$ cat src/design/link_activity_load_meter_assert.svh
// Assertion macros for the link activity load meter.
// Used by lalm_back, which checks its own control logic; no other dependency.
`ifndef LINK_ACTIVITY_LOAD_METER_ASSERT_SVH
`define LINK_ACTIVITY_LOAD_METER_ASSERT_SVH
`ifndef SYNTHESIS
`define LALM_ASSERT_IMP(lbl, ante, cons, msg) \
	lbl: assert property (@(posedge clk) disable iff (!arst_n) (ante) |-> (cons)) \
		else $error(msg);
`define LALM_ASSERT_NXT(lbl, ante, cons, msg) \
	lbl: assert property (@(posedge clk) disable iff (!arst_n) (ante) |=> (cons)) \
		else $error(msg);
`else
`define LALM_ASSERT_IMP(lbl, ante, cons, msg)
`define LALM_ASSERT_NXT(lbl, ante, cons, msg)
`endif
`endif

$ cat src/design/lalm_pkg.sv
// Shared types and constants for the link activity load meter.
// No dependencies.
package lalm_pkg;
	localparam int TOTAL_W      = 31;
	localparam int RATE_W       = 5;
	localparam int TICK_W       = 6;
	localparam int HEIGHT_W     = 4;
	localparam int INDEX_W      = 4;
	localparam int HEIGHT_MAX   = 15;
	localparam int SCALE_MIN    = 16;
	localparam int RATE_RESET   = 10;
	localparam int DATA_W       = 32;
	localparam int ADDR_W       = 3;
	localparam int QUEUE_DEPTH  = 2;
	localparam int DEF_WINDOW_DEPTH = 120;
	localparam int DEF_COLUMN_COUNT = 16;
	localparam int DEF_BAR_STEPS    = 15;

	localparam logic REG_UPDATE_RATE = 1'b0;

	typedef struct packed {
		logic               link_present;
		logic               stats_valid;
		logic [TOTAL_W-1:0] rx_total;
		logic [TOTAL_W-1:0] tx_total;
	} tick_t;

	typedef struct packed {
		logic                rx_light;
		logic                tx_light;
		logic                connected_light;
		logic                column_valid;
		logic [INDEX_W-1:0]  column_index;
		logic [HEIGHT_W-1:0] rx_height;
		logic [HEIGHT_W-1:0] tx_height;
		logic                last;
	} meter_t;

	// classified tick handed from front to back
	typedef struct packed {
		logic               rl;
		logic               tl;
		logic               cl;
		logic               sample;
		logic [TOTAL_W-1:0] rxd;
		logic [TOTAL_W-1:0] txd;
	} cmd_t;
endpackage

$ cat src/design/lalm_front.sv
// Front end: accepts ticks, drives light decisions and computes sample deltas.
// Depends on lalm_pkg.
module lalm_front import lalm_pkg::*; (
	input  logic              clk,
	input  logic              arst_n,
	input  logic [RATE_W-1:0] rate,
	input  logic              accept,
	input  tick_t             tick,
	output cmd_t              cmd
);
	logic [TICK_W-1:0]  tick_count_q;
	logic [TOTAL_W-1:0] prev_rx_q, prev_tx_q, base_rx_q, base_tx_q;
	logic               link_was_up_q;

	logic [TICK_W-1:0]  tc_n;
	logic               samp;
	logic [TOTAL_W-1:0] rx, tx, brx, btx;

	always_comb begin
		tc_n = tick_count_q + 1'b1;
		samp = tc_n > {rate, 1'b0};
		rx   = tick.stats_valid ? tick.rx_total : '0;
		tx   = tick.stats_valid ? tick.tx_total : '0;
		brx  = link_was_up_q ? base_rx_q : rx;
		btx  = link_was_up_q ? base_tx_q : tx;
		cmd.cl     = tick.link_present;
		cmd.rl     = tick.link_present && tick.stats_valid && (rx > prev_rx_q);
		cmd.tl     = tick.link_present && tick.stats_valid && (tx > prev_tx_q);
		cmd.sample = samp;
		cmd.rxd    = (tick.link_present && rx > brx) ? rx - brx : '0;
		cmd.txd    = (tick.link_present && tx > btx) ? tx - btx : '0;
	end

	always_ff @(posedge clk or negedge arst_n) begin
		if (!arst_n) begin
			tick_count_q  <= '0;
			prev_rx_q     <= '0;
			prev_tx_q     <= '0;
			base_rx_q     <= '0;
			base_tx_q     <= '0;
			link_was_up_q <= 1'b0;
		end else if (accept) begin
			tick_count_q <= samp ? '0 : tc_n;
			if (tick.link_present) begin
				prev_rx_q <= rx;
				prev_tx_q <= tx;
				if (samp) begin
					base_rx_q     <= rx;
					base_tx_q     <= tx;
					link_was_up_q <= 1'b1;
				end
			end else begin
				link_was_up_q <= 1'b0;
			end
		end
	end
endmodule

$ cat config.mk
export PLATFORM = sky130hd
export DESIGN_NAME = lalm_front
export DESIGN_NICKNAME = d
export VERILOG_FILES = /design/src/design/link_activity_load_meter_assert.svh /design/src/design/lalm_pkg.sv /design/src/design/lalm_front.sv
export SDC_FILE = /design/constraint.sdc
export NUM_CORES = 1
export LEC_CHECK = 0
export BUFFER_PORTS_ARGS = -buffer_cell sky130_fd_sc_hd__buf_4
export CAP_MARGIN = 10
export CORE_MARGIN = 2
export CORE_UTILIZATION = 30
export DETAILED_ROUTE_END_ITERATION = 10
export PLACE_DENSITY = 0.45
export REMOVE_ABC_BUFFERS = 1
export SLEW_MARGIN = 25
export SYNTH_ARGS = -nofsm -noshare
export SYNTH_HDL_FRONTEND = slang
export SYNTH_SLANG_ARGS = --single-unit
$ cat constraint.sdc
create_clock -name clk -period 9.8 [get_ports clk]
set_input_delay 1.47 -clock clk [delete_from_list [all_inputs] [get_ports clk]]
set_output_delay 1.47 -clock clk [all_outputs]
set_load 0.01 [all_outputs]
==> results.py, run 1 <==
metrics = {
    "outcome": {
        "outcome": "finished, final reports clean",
    },
    "grt": {
        "track_usage_pct": 17.6,
        "first_global_vias": 10300,
        "top_usage_layer": "met2",
        "grt_use_met1_pct": 25.7,
        "grt_pass1_wl_um": 56400,
        "use_met3_pct": 1.95,
        "gr-total-overflow": 0,
        "grt_max_degree": 109,
        "met2_usage_pct": 27.7,
        "grt_antenna_before_repair": 0,
    },
    "placement": {
        "dpl.hpwl_um": 26600,
        "placed_cells": 2146,
        "portBuffers": 137,
        "routabilityCongestion": 0.821,
        "place_area_um2": 13000,
    },
    "route": {
        "viasPerCell": 4.89,
        "drtAntennaViolNets": 0,
        "drt_wl_total_um": 35200,
        "wl_per_cell_um": 16.2,
        "drtIter0Drc": 604,
        "drt_pre_antenna_iters": 5,
        "route.detailed.drc": 0,
        "vias": 10600,
    },
    "cts": {
        "htree_num_levels": 4,
        "numCtsBuffers": 17,
        "cts_tree": "built",
        "postCtsSetupBuffers": 0,
        "root_buffer": "clkbuf_16",
        "clk_pin_slew_ps": 60,
        "post_cts_resized": 0,
        "postCtsHoldBufs": 0,
        "clockBufferDepth": 2,
        "clock_sinks": 131,
        "insertion_delay_ps": 430,
    },
    "sta": {
        "setup_tns_ps": 0,
        "relSlewSlack_pct": 34.0,
        "finClkSkew_ps": 11.4,
        "fin_crit_sh_pct": 72.2,
        "fmax_ghz": 0.141,
        "tightest_slew_ps": 990,
        "final.min_clock_period_ps": 7080,
        "hold_viol": 0,
        "hold_ws_ps": 476,
        "finalSetupViolCount": 0,
        "rsz0062_at_grt": "no",
        "slew_viol_final": 0,
    },
    "power_and_ir_drop": {
        "p_leak_nw": 6.80,
        "vdd_drop_max_uv": 112,
        "p_per_area_nw_per_um2": 233,
    },
    "floorplanning": {
        "core_um2": 38500,
        "die_area_um2": 40300,
        "die_y_um": 201,
        "fp.dieW_um": 201,
        "num_rows": 72,
        "initial_core_util_pct": 30.2,
        "io_pins": 138,
    },
    "layout": {
        "drive_gt1_share_pct": 13.5,
        "diodes": 0,
        "stdcell_count": 2178,
        "fin_nets": 1841,
        "area_growth_pct": 17.6,
        "final_cell_area_um2": 13700,
    },
    "worst_hold_path": {
        "hold_path_class": "flop to flop",
    },
    "worst_setup_path": {
        "crit_required_ps": 8330,
        "arrival_ps": 5610,
        "criticalPathCategory": "input port to output pin",
        "cp-end-kind": "output pin",
        "worstSetupStartpointType": "input port",
        "cp_max_fo": 42,
    },
    "synth": {
        "synth-async-reset-ratio_pct": 100,
        "synth_area_um2": 11600,
        "syn_area_per_cell_um2": 7.44,
        "ys_seq_area_share_pct": 28.2,
        "synth_cell_type_count": 74,
        "synth_cells": 1563,
        "synth-main-ff-cell": "dfrtp_1",
        "ys_seq_elements": 131,
        "synth_edf_count": 0,
        "yosysWarningCount": 0,
    },
    "run": {
        "cap_viol_max_count": 0,
    },
}
==> stage by stage <==
| step | utilization, % | power (mW) | setup WS, ps |
|---|---|---|---|
| detailed placement | 33.9 | 2.50 | 2680 |
| floorplan | - | 1.96 | 2880 |
| CTS | 35.5 | 3.23 | 2680 |
| finish | 35.5 | 3.18 | 2720 |
| global placement | 33.9 | 2.50 | 2770 |
| global route | 35.5 | 3.47 | 2200 |
==> Yosys cell counts (8+ instances only) <==
cell type | number | area (µm²)
a21o_1 | 55 | 413
a21oi_1 | 141 | 706
a31oi_1 | 16 | 100
and2_1 | 8 | 50.1
and3_1 | 10 | 62.6
buf_1 | 13 | 48.8
clkbuf_1 | 50 | 188
dfrtp_1 | 131 | 3280
ha_1 | 122 | 1530
inv_1 | 149 | 559
nand2_1 | 249 | 935
nand2b_1 | 14 | 87.6
nand3_1 | 28 | 140
nand4_1 | 26 | 163
nor2_1 | 123 | 462
nor2_2 | 26 | 163
nor2b_1 | 14 | 87.6
nor3_1 | 9 | 45.0
nor4_1 | 8 | 50.1
o21ai_0 | 172 | 861
xnor2_1 | 37 | 324
xor2_1 | 28 | 245
==> final timing paths <==
| kind | slack, ps | cells after the start | startpoint | to |
|---|---|---|---|---|
| max | 2720 | 16 | tick[62] | cmd[25] |
| min | 480 | 2 | prev_tx_q[25]$_DFFE_PN0P_ | prev_tx_q[25]$_DFFE_PN0P_ |
| max reg2reg | 6090 | 13 | tick_count_q[0]$_DFFE_PN0P_ | base_rx_q[19]$_DFFE_PN0P_ |
| min reg2reg | 480 | 2 | prev_tx_q[25]$_DFFE_PN0P_ | prev_tx_q[25]$_DFFE_PN0P_ |
| max in group asynchronous | 7410 | 2 | arst_n | base_rx_q[21]$_DFFE_PN0P_ |
| min in group asynchronous | 1050 | 1 | arst_n | base_tx_q[28]$_DFFE_PN0P_ |
==> critical path: stages <==
cell and delay (ps):
buf_4 440, buf_4 530, nand2_1 240, nor2_1 140
a21oi_1 50, ha_1 490, nand4_1 190, nor4_1 360
nor3b_1 220, nand4_1 110, o21ai_1 190, nor4_1 90
a21oi_2 340, buf_4 410, nor4_1 120, buf_4 160
==> layer usage <==
| metal | share of wire (%) | wire length [µm] | vias to the layer above |
|---|---|---|---|
| li1 | - | - | 5550 |
| met1 | 52 | 18200 | 4941 |
| met5 | 0 | 0 | - |
| met3 | 2.5 | 865 | 25 |
| met4 | 1.4 | 497 | 0 |
| met2 | 45 | 15700 | 130 |
==> final cells by class <==
cell class,count,area (µm²)
multi-input cells,1205,7460
clock inverters,11,155
well taps,518,648
fillers,4131,24800
flip-flops and latches,131,3280
clock buffers,21,480
repair buffers,143,1080
inverters,149,559
==> cells by family (layout without fill, tap and decap cells) <==
family                   count (synthesis)  count (layout)  synth area share [%]
AO/OA/AOI/OAI                          471             471                  24.2
XOR/XNOR                                65              65                  4.90
adder cells (fa/ha/maj)                127             127                  13.6
buffers and inverters                  227             324                  7.83
flip-flops                             131             131                  28.2
multiplexers                             3               3                 0.280
AND/OR/NAND/NOR                        539             539                  21.0
==> flip-flops by register name (all words and copies together) (netlist names) <==
signal         cells
prev_tx_q         31
base_rx_q         31
link_was_up_q      1
prev_rx_q         31
base_tx_q         31
tick_count_q       6
==> cells in the final DEF (no fill, tap or decap), drive strengths merged, types with 8 or more instances in the layout <==
cell      n
nand2   249
o21ai   176
inv     149
nor2    149
buf     143
a21oi   143
dfrtp   131
ha      122
a21o     55
xnor2    37
xor2     28
nand3    28
nand4    26
clkbuf   21
a31oi    16
nor2b    14
nand2b   14
and3     10
nor3     10
nor4      9
and2      8
a211oi    8
o211ai    8
==> power breakdown <==
group          internal [mW]  leakage, nW  switching, mW  total [mW]
clock network          0.450        0.322          0.257       0.707
registers              0.701         1.72          0.147       0.848
logic                  0.651         4.75          0.976        1.63
total                   1.80         6.80           1.38        3.18
(Power assumes the default switching activity.)
==> run 2, diff against run 1 <==
==> constraint.sdc (replaced) <==
create_clock -name clk -period 6.86 [get_ports clk]
set_input_delay 1.029 -clock clk [delete_from_list [all_inputs] [get_ports clk]]
set_output_delay 1.029 -clock clk [all_outputs]
set_load 0.01 [all_outputs]
==> results.py, run 2 (synthesis gave the netlist of run 1 again) <==
metrics = {
    "placement": {
        "dp_slack_ps": 813,
        "portBuffers": 137,
        "dpl.hpwl_um": 26800,
        "routabilityCongestion": 0.826,
    },
    "worst_setup_path": {
        "criticalPathCategory": "input port to output pin",
        "worstSetupStartpointType": "input port",
        "cp_max_fo": 50,
        "crit_required_ps": 5830,
        "rrSetupSlack_ps": 3300,
        "path_cells": "buf_4 > nand2_1 > nor2_1 > a21oi_1 > ha_1 > and3_1 > nand2_1 > nand4b_1 > or4_1 > a41oi_1 > a211o_2 > buf_4 > nor2_2 > buf_4",
        "path_common_cell": "buf_4",
        "arrival_ps": 4970,
        "cpPeakStageDelay_ps": 560,
        "worst-path-buf-inv": 3,
        "cp-end-kind": "output pin",
        "cpLargestDelayFamily": "simple AND/OR/NAND/NOR gates",
        "crit_path_top_delay_cell": "or4_1",
    },
    "grt": {
        "met2_usage_pct": 27.0,
        "use_met3_pct": 2.47,
        "gr-total-overflow": 0,
        "first_global_vias": 10300,
        "grt_use_met1_pct": 25.8,
        "grt_max_degree": 93,
        "grt_antenna_before_repair": 0,
        "grt_pass1_wl_um": 56700,
        "track_usage_pct": 17.6,
        "top_usage_layer": "met2",
    },
    "layout": {
        "drive_gt1_share_pct": 13.7,
        "fin_nets": 1844,
        "final_common_cell": "nand2_1",
        "area_growth_pct": 17.8,
        "diodes": 0,
        "fin_util_pct": 35.6,
        "final_cell_mix": "248 x nand2_1, 172 x o21ai_0, 149 x inv_1",
    },
    "sta": {
        "finClkSkew_ps": 10.6,
        "finalSetupViolCount": 0,
        "fin_ws_ps": 864,
        "tightest_slew_ps": 890,
        "final.min_clock_period_ps": 6000,
        "slew_viol_final": 0,
        "relSlewSlack_pct": 40.7,
        "fin_crit_sh_pct": 87.4,
        "rsz0062_at_grt": "no",
        "fmax_ghz": 0.167,
        "setup_tns_ps": 0,
        "hold_viol": 0,
    },
    "outcome": {
        "outcome": "finished, final reports clean",
    },
    "route": {
        "vias": 10600,
        "drt_pre_antenna_iters": 5,
        "drt_wl_total_um": 35300,
        "wl_per_cell_um": 16.2,
        "drtIter0Drc": 582,
        "viasPerCell": 4.87,
        "drtAntennaViolNets": 0,
        "route.detailed.drc": 0,
    },
    "floorplanning": {
        "core_um2": 38500,
        "initial_core_util_pct": 30.2,
        "num_rows": 72,
        "fp.dieW_um": 201,
        "die_y_um": 201,
        "io_pins": 138,
        "die_area_um2": 40300,
    },
    "cts": {
        "postCtsSetupBuffers": 0,
        "insertion_delay_ps": 430,
        "htree_num_levels": 4,
        "postCtsHoldBufs": 0,
        "cts_tree": "built",
        "root_buffer": "clkbuf_16",
        "clock_sinks": 131,
        "numCtsBuffers": 17,
        "clk_pin_slew_ps": 60,
        "clockBufferDepth": 2,
        "post_cts_resized": 0,
    },
    "power_and_ir_drop": {
        "vdd_drop_max_uv": 159,
        "p_per_area_nw_per_um2": 333,
        "power_mw": 4.56,
        "p_leak_nw": 6.80,
    },
    "run": {
        "cap_viol_max_count": 0,
    },
    "worst_hold_path": {
        "hold_path_class": "flop to flop",
    },
}
run 2: cell type report:
type,count,area (µm²)
fillers,4138,24800
multi-input cells,1205,7460
flip-flops and latches,131,3280
repair buffers,146,1110
well taps,518,648
inverters,149,559
clock buffers,21,480
clock inverters,11,150
run 2: path summary, 6_finish.rpt:
path	from	end	cells after the start
max in group asynchronous	arst_n	link_was_up_q$_DFFE_PN0P_	2
max	tick[62]	cmd[39]	14
max reg2reg	tick_count_q[0]$_DFFE_PN0P_	base_rx_q[23]$_DFFE_PN0P_	13
min reg2reg	prev_rx_q[7]$_DFFE_PN0P_	prev_rx_q[7]$_DFFE_PN0P_	2
min in group asynchronous	arst_n	base_tx_q[27]$_DFFE_PN0P_	1
min	prev_rx_q[7]$_DFFE_PN0P_	prev_rx_q[7]$_DFFE_PN0P_	2
run 2: metrics by stage:
| step | cell area [µm²] | instances | hold slack, ps |
|---|---|---|---|
| floorplan | 11300 | 1485 | 450 |
| global placement | 13100 | 2149 | 462 |
| detailed placement | 13100 | 2149 | 470 |
| CTS | 13700 | 2181 | 483 |
| global route | 13700 | 2181 | 500 |
| finish | 13700 | 2181 | 474 |
run 2: where the power goes:
group | internal [mW] | switching (mW)
sequential | 1.00 | 0.196
combinational | 0.945 | 1.42
clock | 0.612 | 0.387
total | 2.56 | 2.00
run 2: tightest hold or removal path, stage by stage, from the launching register on:
cell     delay, ps
dfrtp_1        340
nand2_1         40
o21ai_0         50
run 2: layer usage:
layer / vias up / routed length (µm) / share of wire, %
li1: 5548 / - / -
met1: 4892 / 18400 / 52
met2: 159 / 15500 / 44
met3: 25 / 973 / 2.8
met4: 0 / 487 / 1.4
met5: - / 0 / 0
