File: src/design/link_activity_load_meter_assert.svh
// Assertion macros for the link activity load meter.
// Used by lalm_back, which checks its own control logic; no other dependency.
`ifndef LINK_ACTIVITY_LOAD_METER_ASSERT_SVH
`define LINK_ACTIVITY_LOAD_METER_ASSERT_SVH
`ifndef SYNTHESIS
`define LALM_ASSERT_IMP(lbl, ante, cons, msg) \
	lbl: assert property (@(posedge clk) disable iff (!arst_n) (ante) |-> (cons)) \
		else $error(msg);
`define LALM_ASSERT_NXT(lbl, ante, cons, msg) \
	lbl: assert property (@(posedge clk) disable iff (!arst_n) (ante) |=> (cons)) \
		else $error(msg);
`else
`define LALM_ASSERT_IMP(lbl, ante, cons, msg)
`define LALM_ASSERT_NXT(lbl, ante, cons, msg)
`endif
`endif

File: src/design/lalm_pkg.sv
// Shared types and constants for the link activity load meter.
// No dependencies.
package lalm_pkg;
	localparam int TOTAL_W      = 31;
	localparam int RATE_W       = 5;
	localparam int TICK_W       = 6;
	localparam int HEIGHT_W     = 4;
	localparam int INDEX_W      = 4;
	localparam int HEIGHT_MAX   = 15;
	localparam int SCALE_MIN    = 16;
	localparam int RATE_RESET   = 10;
	localparam int DATA_W       = 32;
	localparam int ADDR_W       = 3;
	localparam int QUEUE_DEPTH  = 2;
	localparam int DEF_WINDOW_DEPTH = 120;
	localparam int DEF_COLUMN_COUNT = 16;
	localparam int DEF_BAR_STEPS    = 15;

	localparam logic REG_UPDATE_RATE = 1'b0;

	typedef struct packed {
		logic               link_present;
		logic               stats_valid;
		logic [TOTAL_W-1:0] rx_total;
		logic [TOTAL_W-1:0] tx_total;
	} tick_t;

	typedef struct packed {
		logic                rx_light;
		logic                tx_light;
		logic                connected_light;
		logic                column_valid;
		logic [INDEX_W-1:0]  column_index;
		logic [HEIGHT_W-1:0] rx_height;
		logic [HEIGHT_W-1:0] tx_height;
		logic                last;
	} meter_t;

	// classified tick handed from front to back
	typedef struct packed {
		logic               rl;
		logic               tl;
		logic               cl;
		logic               sample;
		logic [TOTAL_W-1:0] rxd;
		logic [TOTAL_W-1:0] txd;
	} cmd_t;
endpackage

File: src/design/lalm_queue.sv
// Short queue of classified ticks between front and back end.
// Depends on lalm_pkg.
module lalm_queue import lalm_pkg::*; (
	input  logic clk,
	input  logic arst_n,
	input  logic push,
	input  cmd_t wdata,
	input  logic pop,
	output cmd_t rdata,
	output logic full,
	output logic empty
);
	localparam int PW = $clog2(QUEUE_DEPTH);

	cmd_t            mem_q [QUEUE_DEPTH];
	logic [PW-1:0]   wp_q, rp_q;
	logic [PW:0]     cnt_q;

	assign full  = cnt_q == (PW+1)'(QUEUE_DEPTH);
	assign empty = cnt_q == '0;
	assign rdata = mem_q[rp_q];

	always_ff @(posedge clk) begin
		if (push) mem_q[wp_q] <= wdata;
	end

	always_ff @(posedge clk or negedge arst_n) begin
		if (!arst_n) begin
			wp_q  <= '0;
			rp_q  <= '0;
			cnt_q <= '0;
		end else begin
			if (push) wp_q <= (wp_q == PW'(QUEUE_DEPTH-1)) ? '0 : wp_q + 1'b1;
			if (pop)  rp_q <= (rp_q == PW'(QUEUE_DEPTH-1)) ? '0 : rp_q + 1'b1;
			cnt_q <= cnt_q + (PW+1)'(push) - (PW+1)'(pop);
		end
	end
endmodule

File: config.mk
export PLATFORM = sky130hd
export DESIGN_NAME = lalm_queue
export DESIGN_NICKNAME = d
export VERILOG_FILES = /design/src/design/link_activity_load_meter_assert.svh /design/src/design/lalm_pkg.sv /design/src/design/lalm_queue.sv
export SDC_FILE = /design/constraint.sdc
export NUM_CORES = 1
export LEC_CHECK = 0
export BUFFER_PORTS_ARGS = -buffer_cell sky130_fd_sc_hd__buf_4
export CORE_UTILIZATION = 38
export CTS_BUF_LIST = sky130_fd_sc_hd__clkbuf_16
export DETAILED_ROUTE_END_ITERATION = 6
export HOLD_SLACK_MARGIN = 0.02
export REMOVE_ABC_BUFFERS = 1
export SLEW_MARGIN = 20
export SYNTH_ARGS = -nofsm -noshare
export SYNTH_HDL_FRONTEND = slang
export SYNTH_SLANG_ARGS = --single-unit
File: constraint.sdc
create_clock -name clk -period 10.9 [get_ports clk]
set_input_delay 0.545 -clock clk [delete_from_list [all_inputs] [get_ports clk]]
set_output_delay 0.545 -clock clk [all_outputs]
set_load 0.02 [all_outputs]
==> run summary, run 1 <==
GLOBAL ROUTING
--------------------------------------------------------------------------------------
Wire length of the first global-routing pass                                   13.5 mm
Initial antenna violation count                                                      0
GRT Residual Overflow                                                                0
Largest net degree at the start of global routing                                   68
Global routing usage summed across all routing layers                            13.5%
Via count of the first global-routing pass                                        2692

DRT
--------------------------------------------------------------------------------------
Total routed wirelength                                                        8.84 mm
Remaining DRCs                                                                       0
Detailed-routing iteration count for the pre-antenna-repair pass                     4
Max layer used                                                                    met4
Met1 routed wirelength after detailed routing                                  3.77 mm
Post-DRT Antenna Nets                                                                0
Detailed-route via count                                                          2507
Metal3 WL                                                                       590 µm
Met2 WL                                                                        4.33 mm
Drt initial violations                                                              92
Via density per instance                                                          4.50
Average wire per cell in the routed design                                     15.9 µm

FLOORPLAN
--------------------------------------------------------------------------------------
Num rows                                                                            41
Area of the die                                                              13800 µm²
Placeable core area                                                          12800 µm²
Die span in y                                                                   118 µm
Ports placed on the boundary                                                       138
Initial standard-cell utilization of the core                                    39.6%
Die width                                                                       118 µm

CELLS AND AREA
--------------------------------------------------------------------------------------
Antenna cell count                                                                   0
Non-filler instance count after layout                                             557
Synthesis-to-layout area growth                                                  37.4%
Total number of nets in the final design                                           444
Share of cells above drive strength 1                                            61.8%
Number of fillers in the final layout                                             1063

POWER
--------------------------------------------------------------------------------------
Maximum resistive drop on vdd                                                 0.233 mV
Power Dens Cells                                                            286 nW/µm²
Leakage Power                                                               0.00273 µW

WORST SETUP PATH
--------------------------------------------------------------------------------------
Type of element launching the critical path                                       flop
Worst path slowest cell                                                        dfrtp_4
Critical-path maximum fanout                                                        37
CP peak stage delay                                                            0.82 ns
Flop-to-flop setup slack                                                       8.72 ns
Endpoint kind of the worst setup timing path                                output pin
Data arrival time of the critical path                                         2.12 ns
Required arrival time at the worst endpoint                                   10.36 ns
Ordered cell list for the critical path                                   buf_12 -> mux2_2 -> buf_4
Critical Setup Path Class                                                   reg -> out

SYNTHESIS
--------------------------------------------------------------------------------------
Proportion of netlist area held by the largest area contributor                  78.1%
Number of distinct standard cells referenced by the synthesized netlist             14
Mean area per synthesized cell                                                23.1 µm²
Cells after Synth                                                                  220
Commonest cells post-synth                                                edfxtp_1 (132), mux2_2 (36), mux2_4 (30)
Proportion of synthesized flip-flops having asynchronous set or reset            2.94%
Summed instance area of the synthesized netlist                               5070 µm²
Top FF cell, synth                                                            edfxtp_1
Post-synth top area cell                                                      edfxtp_1
Count of flip-flops with a built-in enable after synthesis                         132
Yosys warning total                                                                  0
Most common cell in the netlist                                               edfxtp_1
Number of flip-flops and latches in the synthesized netlist                        136
Sequential share of the synthesized area                                         80.1%
Cell types occupying the most area after synthesis                        edfxtp_1 (78%), mux2_4 (8.9%), mux2_2 (8.0%)

CTS
--------------------------------------------------------------------------------------
Total clock buffers created by CTS                                                  17
CTS root buffer                                                              clkbuf_16
Clock Tree Buf Depth                                                                 2
Resized Gates After CTS                                                              0
Clk slew on worst S/H paths                                                    0.06 ns
Depth of the CTS H-tree                                                              4
CTS tree                                                                          done
Skew-Pair Late Insertion Delay                                                 0.41 ns
Clock net sink count                                                               136

PLACED DESIGN
--------------------------------------------------------------------------------------
Final weighted congestion in routability-driven placement                        0.682
Port buffer count                                                                  137
Detailed Place HPWL                                                            5.29 mm
Placed Instances                                                                   523

RUN
--------------------------------------------------------------------------------------
Max-cap violation count                                                              0

TIMING
--------------------------------------------------------------------------------------
Fmax                                                                           375 MHz
Pins Over Slew Limit                                                                 0
Minimum clock period                                                           2.67 ns
Final period utilization                                                         24.5%
Count of final setup violators                                                       0
Accumulated negative setup slack                                                  0 ns
Count of endpoints failing hold in the final timing report                           0
Clock Skew                                                                  0.00651 ns
Tightest Pin Transition                                                       0.953 ns
Tightest slew margin relative to the limit                                       36.4%
RSZ-0062 raised after global routing                                             false

WORST HOLD PATH
--------------------------------------------------------------------------------------
Worst hold-check path type                                                   in -> reg

STATUS
--------------------------------------------------------------------------------------
Status                                                                    finished clean

-- report_power, final --
group | switching [µW] | internal, µW
clock network | 202 | 425
logic | 304 | 305
registers | 56.6 | 697
total | 563 | 1430
-- sequential cells by signal (all words and copies together) (netlist names) --
signal,cells
mem_q,132
cnt_q,2
rp_q,1
wp_q,1
-- cell usage in the layout (no fill, tap or decap), types with 2 or more instances in the layout --
cell type,instances
clkinvlp_4,2
bufinv_16,6
mux2_2,36
ha_1,2
dfrtp_1,3
clkbuf_16,17
clkinv_1,2
clkinv_2,4
buf_4,138
mux2_4,30
xor2_1,2
edfxtp_1,132
inv_1,2
-- final cells by class --
cell class / count / area [µm²] / area share [%]
Multi-Input combinational cell: 75 / 955 / 13.7
Clock buffer: 17 / 425 / 6.11
Sequential cell: 136 / 4070 / 58.4
Timing Repair Buffer: 140 / 1070 / 15.3
Inverter: 2 / 7.51 / 0.108
Tap cell: 172 / 215 / 3.09
Clock inverter: 15 / 231 / 3.32
-- final timing paths --
kind / from / to / depth (start not counted)
min reg2reg: wp_q / wp_q / 1
max reg2reg: wp_q / mem_q[0][23] / 2
max: rp_q / rdata[4] / 3
min in group asynchronous: arst_n / wp_q / 2
min: wdata[45] / mem_q[0][45] / 1
max in group asynchronous: arst_n / rp_q / 2
-- stage by stage --
step	utilization (%)	hold WS, ns	worst slack [ns]	power, µW	area [µm²]
after floorplan	-	0.249	6.96	1150	5020
after global placement	49.0	0.343	8.45	1380	6280
after detailed placement	49.0	0.349	8.42	1380	6280
after CTS	54.2	0.292	8.09	2020	6950
after global routing	54.3	0.295	8.13	2080	6970
final	54.3	0.317	8.23	1990	6970
-- worst max-delay path, delay by kind of cell (launching register included) --
kind,cells,cell delay [ns]
multiplexers,1,0.39
buffers and inverters,2,0.48
flip-flops,1,0.82
-- cell families (layout without fill, tap and decap cells) --
logic type,Yosys count,in the layout,share of synthesized area (%)
buffers and inverters,9,174,1.26
and+or+nand+nor,4,4,0.444
xor gates and xnor gates,3,3,0.814
adders and majority gates,2,2,0.493
muxes,66,66,16.9
DFF,136,136,80.1
-- per-layer routing --
layer	GRT usage (%)	vias to the layer above
li1	-	1172
met1	15.2	1228
met3	5.43	13
met5	0	-
met2	21.9	94
met4	7.21	0
-- timing repair --
action,CTS,global route
endpoints found under the hold margin,4,0
hold buffers,1,0
setup endpoints to repair,0,0
buffers inserted,0,0
No activity file was read; power rests on OpenSTA's default activity.
==> run 2, diff against run 1 <==
ABC_AREA = 1   (was unset)
clock period = 2.2 ns   (was 10.9 ns; I/O delays follow)
==> run 2 against run 1 <==
Clock skew increased by 0.00091 ns. Utilization rose by 3.0 points. Synthesized cell count up 68%. Clock-buffer cell count did not move. Combinational power grew to 5.4 times the previous value. Setup slack got worse by 7.9 ns. Highest routed layer unchanged. Sequential power rose to 4.9 times the previous value. First-iteration DRC count up 100%. Hold slack got worse by 0.28 ns. Die area increased by 0.95%.
==> run summary, run 2 <==
GLOBAL ROUTING
--------------------------------------------------------------------------------------
Initial antenna violation count                                                      0
Global routing usage summed across all routing layers                            15.0%
Wire length of the first global-routing pass                                   16.0 mm
GRT Residual Overflow                                                                0
Largest net degree at the start of global routing                                   69
Via count of the first global-routing pass                                        3402

CELLS AND AREA
--------------------------------------------------------------------------------------
Total number of nets in the final design                                           658
Largest reg by FF count                                                          mem_q
Most used cells in the layout excluding fill and tap cells                buf_4 (141), edfxtp_1 (132), inv_1 (75)
Max FFs per register                                                               132
Synthesis-to-layout area growth                                                  47.7%
Antenna cell count                                                                   0
Most common cell after layout, fill and taps aside                               buf_4
Final standard cell area without fillers                                      7560 µm²
Number of fillers in the final layout                                             1084
Final core utilization                                                           57.3%
Share of cells above drive strength 1                                            28.8%
Leading registers by flop count                                           mem_q: 132 flops, cnt_q: 2 flops

SYNTHESIS
--------------------------------------------------------------------------------------
Most common cell in the netlist                                               edfxtp_1
Sequential share of the synthesized area                                         79.4%
Area fraction in and, or, nand and nor cells after synthesis                     5.59%
Yosys warning total                                                                  0
Mean area per synthesized cell                                                13.9 µm²
Proportion of synthesized area in mux cells                                         0%
Proportion of synthesized flip-flops having asynchronous set or reset            2.94%
Commonest cells post-synth                                                edfxtp_1 (132), inv_1 (73), nand2_1 (72)
Post-synthesis xor/xnor area fraction                                           0.342%
Main combinational cell family by area after synthesis                    buffers and inverters
Proportion of netlist area held by the largest area contributor                  77.4%
Number of flip-flops and latches in the synthesized netlist                        136
Count of flip-flops with a built-in enable after synthesis                         132
Summed instance area of the synthesized netlist                               5120 µm²
Area share of fa/ha/maj cells after synthesis                                   0.489%
Cells after Synth                                                                  369
Synthesized-area fraction occupied by ao, oa, aoi and oai cells                  6.45%
Cell types occupying the most area after synthesis                        edfxtp_1 (77%), o21ai_0 (6.5%), inv_1 (5.4%)
Number of distinct standard cells referenced by the synthesized netlist             13
Post-synth top area cell                                                      edfxtp_1
Top FF cell, synth                                                            edfxtp_1

CTS
--------------------------------------------------------------------------------------
Clock Tree Buf Depth                                                                 2
Skew-Pair Late Insertion Delay                                                 0.41 ns
CTS root buffer                                                              clkbuf_16
Clock net sink count                                                               136
Total clock buffers created by CTS                                                  17
CTS tree                                                                          done
Clk slew on worst S/H paths                                                    0.05 ns
Depth of the CTS H-tree                                                              4

WORST SETUP PATH
--------------------------------------------------------------------------------------
CP peak stage delay                                                            0.68 ns
Instance count on the critical path                                                  4
Critical-path maximum fanout                                                        66
Type of element launching the critical path                                       flop
R2R cell count                                                                       2
Worst path slowest cell                                                        dfrtp_4
Data arrival time of the critical path                                         1.77 ns
Number of buffer and inverter stages on the critical path                            2
Critical Setup Path Class                                                   reg -> out
Ordered cell list for the critical path                                   buf_12 -> nand2_1 -> o21ai_0 -> buf_4
Endpoint kind of the worst setup timing path                                output pin
Delay-heaviest family, CP                                                   flip-flops
Required arrival time at the worst endpoint                                    2.09 ns

TIMING
--------------------------------------------------------------------------------------
Count of final setup violators                                                       0
Final period utilization                                                         85.5%
Tightest Pin Transition                                                       0.591 ns
Tightest slew margin relative to the limit                                       60.6%
Minimum clock period                                                           1.88 ns
Fmax                                                                           531 MHz
RSZ-0062 raised after global routing                                             false
Clock Skew                                                                  0.00743 ns
Pins Over Slew Limit                                                                 0
Count of endpoints failing hold in the final timing report                           0

WORST HOLD PATH
--------------------------------------------------------------------------------------
Worst hold-check path type                                                 in -> async

POWER
--------------------------------------------------------------------------------------
Leakage Power                                                               0.00322 µW
Maximum resistive drop on vdd                                                 0.683 mV
Power Dens Cells                                                           1260 nW/µm²

FLOORPLAN
--------------------------------------------------------------------------------------
Placeable core area                                                          13200 µm²
Die span in y                                                                   118 µm
Die width                                                                       118 µm
Initial standard-cell utilization of the core                                    38.8%
Num rows                                                                            42
Area of the die                                                              13900 µm²
Ports placed on the boundary                                                       138

DRT
--------------------------------------------------------------------------------------
Detailed-route via count                                                          3365
Via density per instance                                                          4.35
Drt initial violations                                                             184
Average wire per cell in the routed design                                     13.1 µm
Post-DRT Antenna Nets                                                                0
Total routed wirelength                                                        10.1 mm
Remaining DRCs                                                                       0
Detailed-routing iteration count for the pre-antenna-repair pass                     4

RUN
--------------------------------------------------------------------------------------
Max-cap violation count                                                              0

PLACED DESIGN
--------------------------------------------------------------------------------------
Port buffer count                                                                  137
Final weighted congestion in routability-driven placement                        0.721
Area after DPL                                                                6310 µm²
Detailed Place HPWL                                                            5.89 mm

STATUS
--------------------------------------------------------------------------------------
Status                                                                    finished clean

-- run 2: cell types whose count changed after synthesis, moves of 2 or more --
cell and change:
buf_2 -3, buf_6 -2, clkbuf_1 +6, clkbuf_8 +6, inv_1 +71, mux2_2 -36
mux2_4 -30, nand2_1 +72, nor2_1 +2, nor2b_1 -2, o21ai_0 +66
-- run 2: cell type report --
| cell class | instances | area (µm²) | area share (%) |
|---|---|---|---|
| Clock buffer | 17 | 425 | 5.63 |
| Clock inverter | 14 | 119 | 1.57 |
| Inverter | 73 | 274 | 3.62 |
| Multi-Input combinational cell | 146 | 667 | 8.82 |
| Sequential cell | 136 | 4070 | 53.8 |
| Tap cell | 176 | 220 | 2.91 |
| Timing Repair Buffer | 212 | 1790 | 23.7 |
-- run 2: per-stage QoR --
step / setup TNS [ns] / setup slack [ns] / hold WS (ns) / cells / power [µW]
final: 0 / 0.318 / 0.0351 / 774 / 9560
after global routing: 0 / 0.148 / 0.0431 / 774 / 10100
after CTS: 0 / 0.0965 / 0.0226 / 773 / 9590
after detailed placement: 0 / 0.540 / -0.0886 / 673 / 6880
after global placement: 0 / 0.552 / -0.0905 / 673 / 6820
after floorplan: -137.61 / -1.46 / -0.186 / 355 / 5420
-- run 2: repair_timing --
item	in CTS	in global routing
hold buffers	69	0
endpoints found under the setup margin	0	6
gates resized for setup	0	0
hold endpoints to repair	139	0
setup buffers	0	1
-- run 2: power breakdown --
part	internal, µW	switching, µW
combinational	1280	1990
clock	1630	978
sequential	3450	230
total	6350	3200
-- run 2: cells by family (layout without fill, tap and decap cells) --
family,after synthesis,in the layout
adders and majority gates,2,2
xor gates and xnor gates,2,2
and+or+nand+nor,76,76
AOI/OAI and AO/OA,66,66
DFF,136,136
buffers and inverters,87,316
-- run 2: layer usage --
layer / track usage (%) / vias up / routed length (µm)
li1: - / 1670 / -
met1: 18.4 / 1571 / 4440
met2: 24.5 / 116 / 5040
met3: 4.80 / 8 / 566
met4: 5.85 / 0 / 84
met5: 0 / - / 0
-- run 2: worst register-to-register path: cells and delay by family (launching register included) --
family | cells | cell delay, ns
AND/OR/NAND/NOR | 1 | 0.12
flip-flops | 1 | 0.42
buffers and inverters | 1 | 0.48
-- run 2: final timing paths --
| path | start | end | slack (ns) |
|---|---|---|---|
| max | rp_q | rdata[38] | 0.32 |
| min | arst_n | wp_q | 0.04 |
| max reg2reg | wp_q | mem_q[0][1] | 0.77 |
| min reg2reg | wp_q | wp_q | 0.54 |
| max in group asynchronous | arst_n | rp_q | 2.05 |
| min in group clk | wdata[50] | mem_q[1][50] | 0.43 |
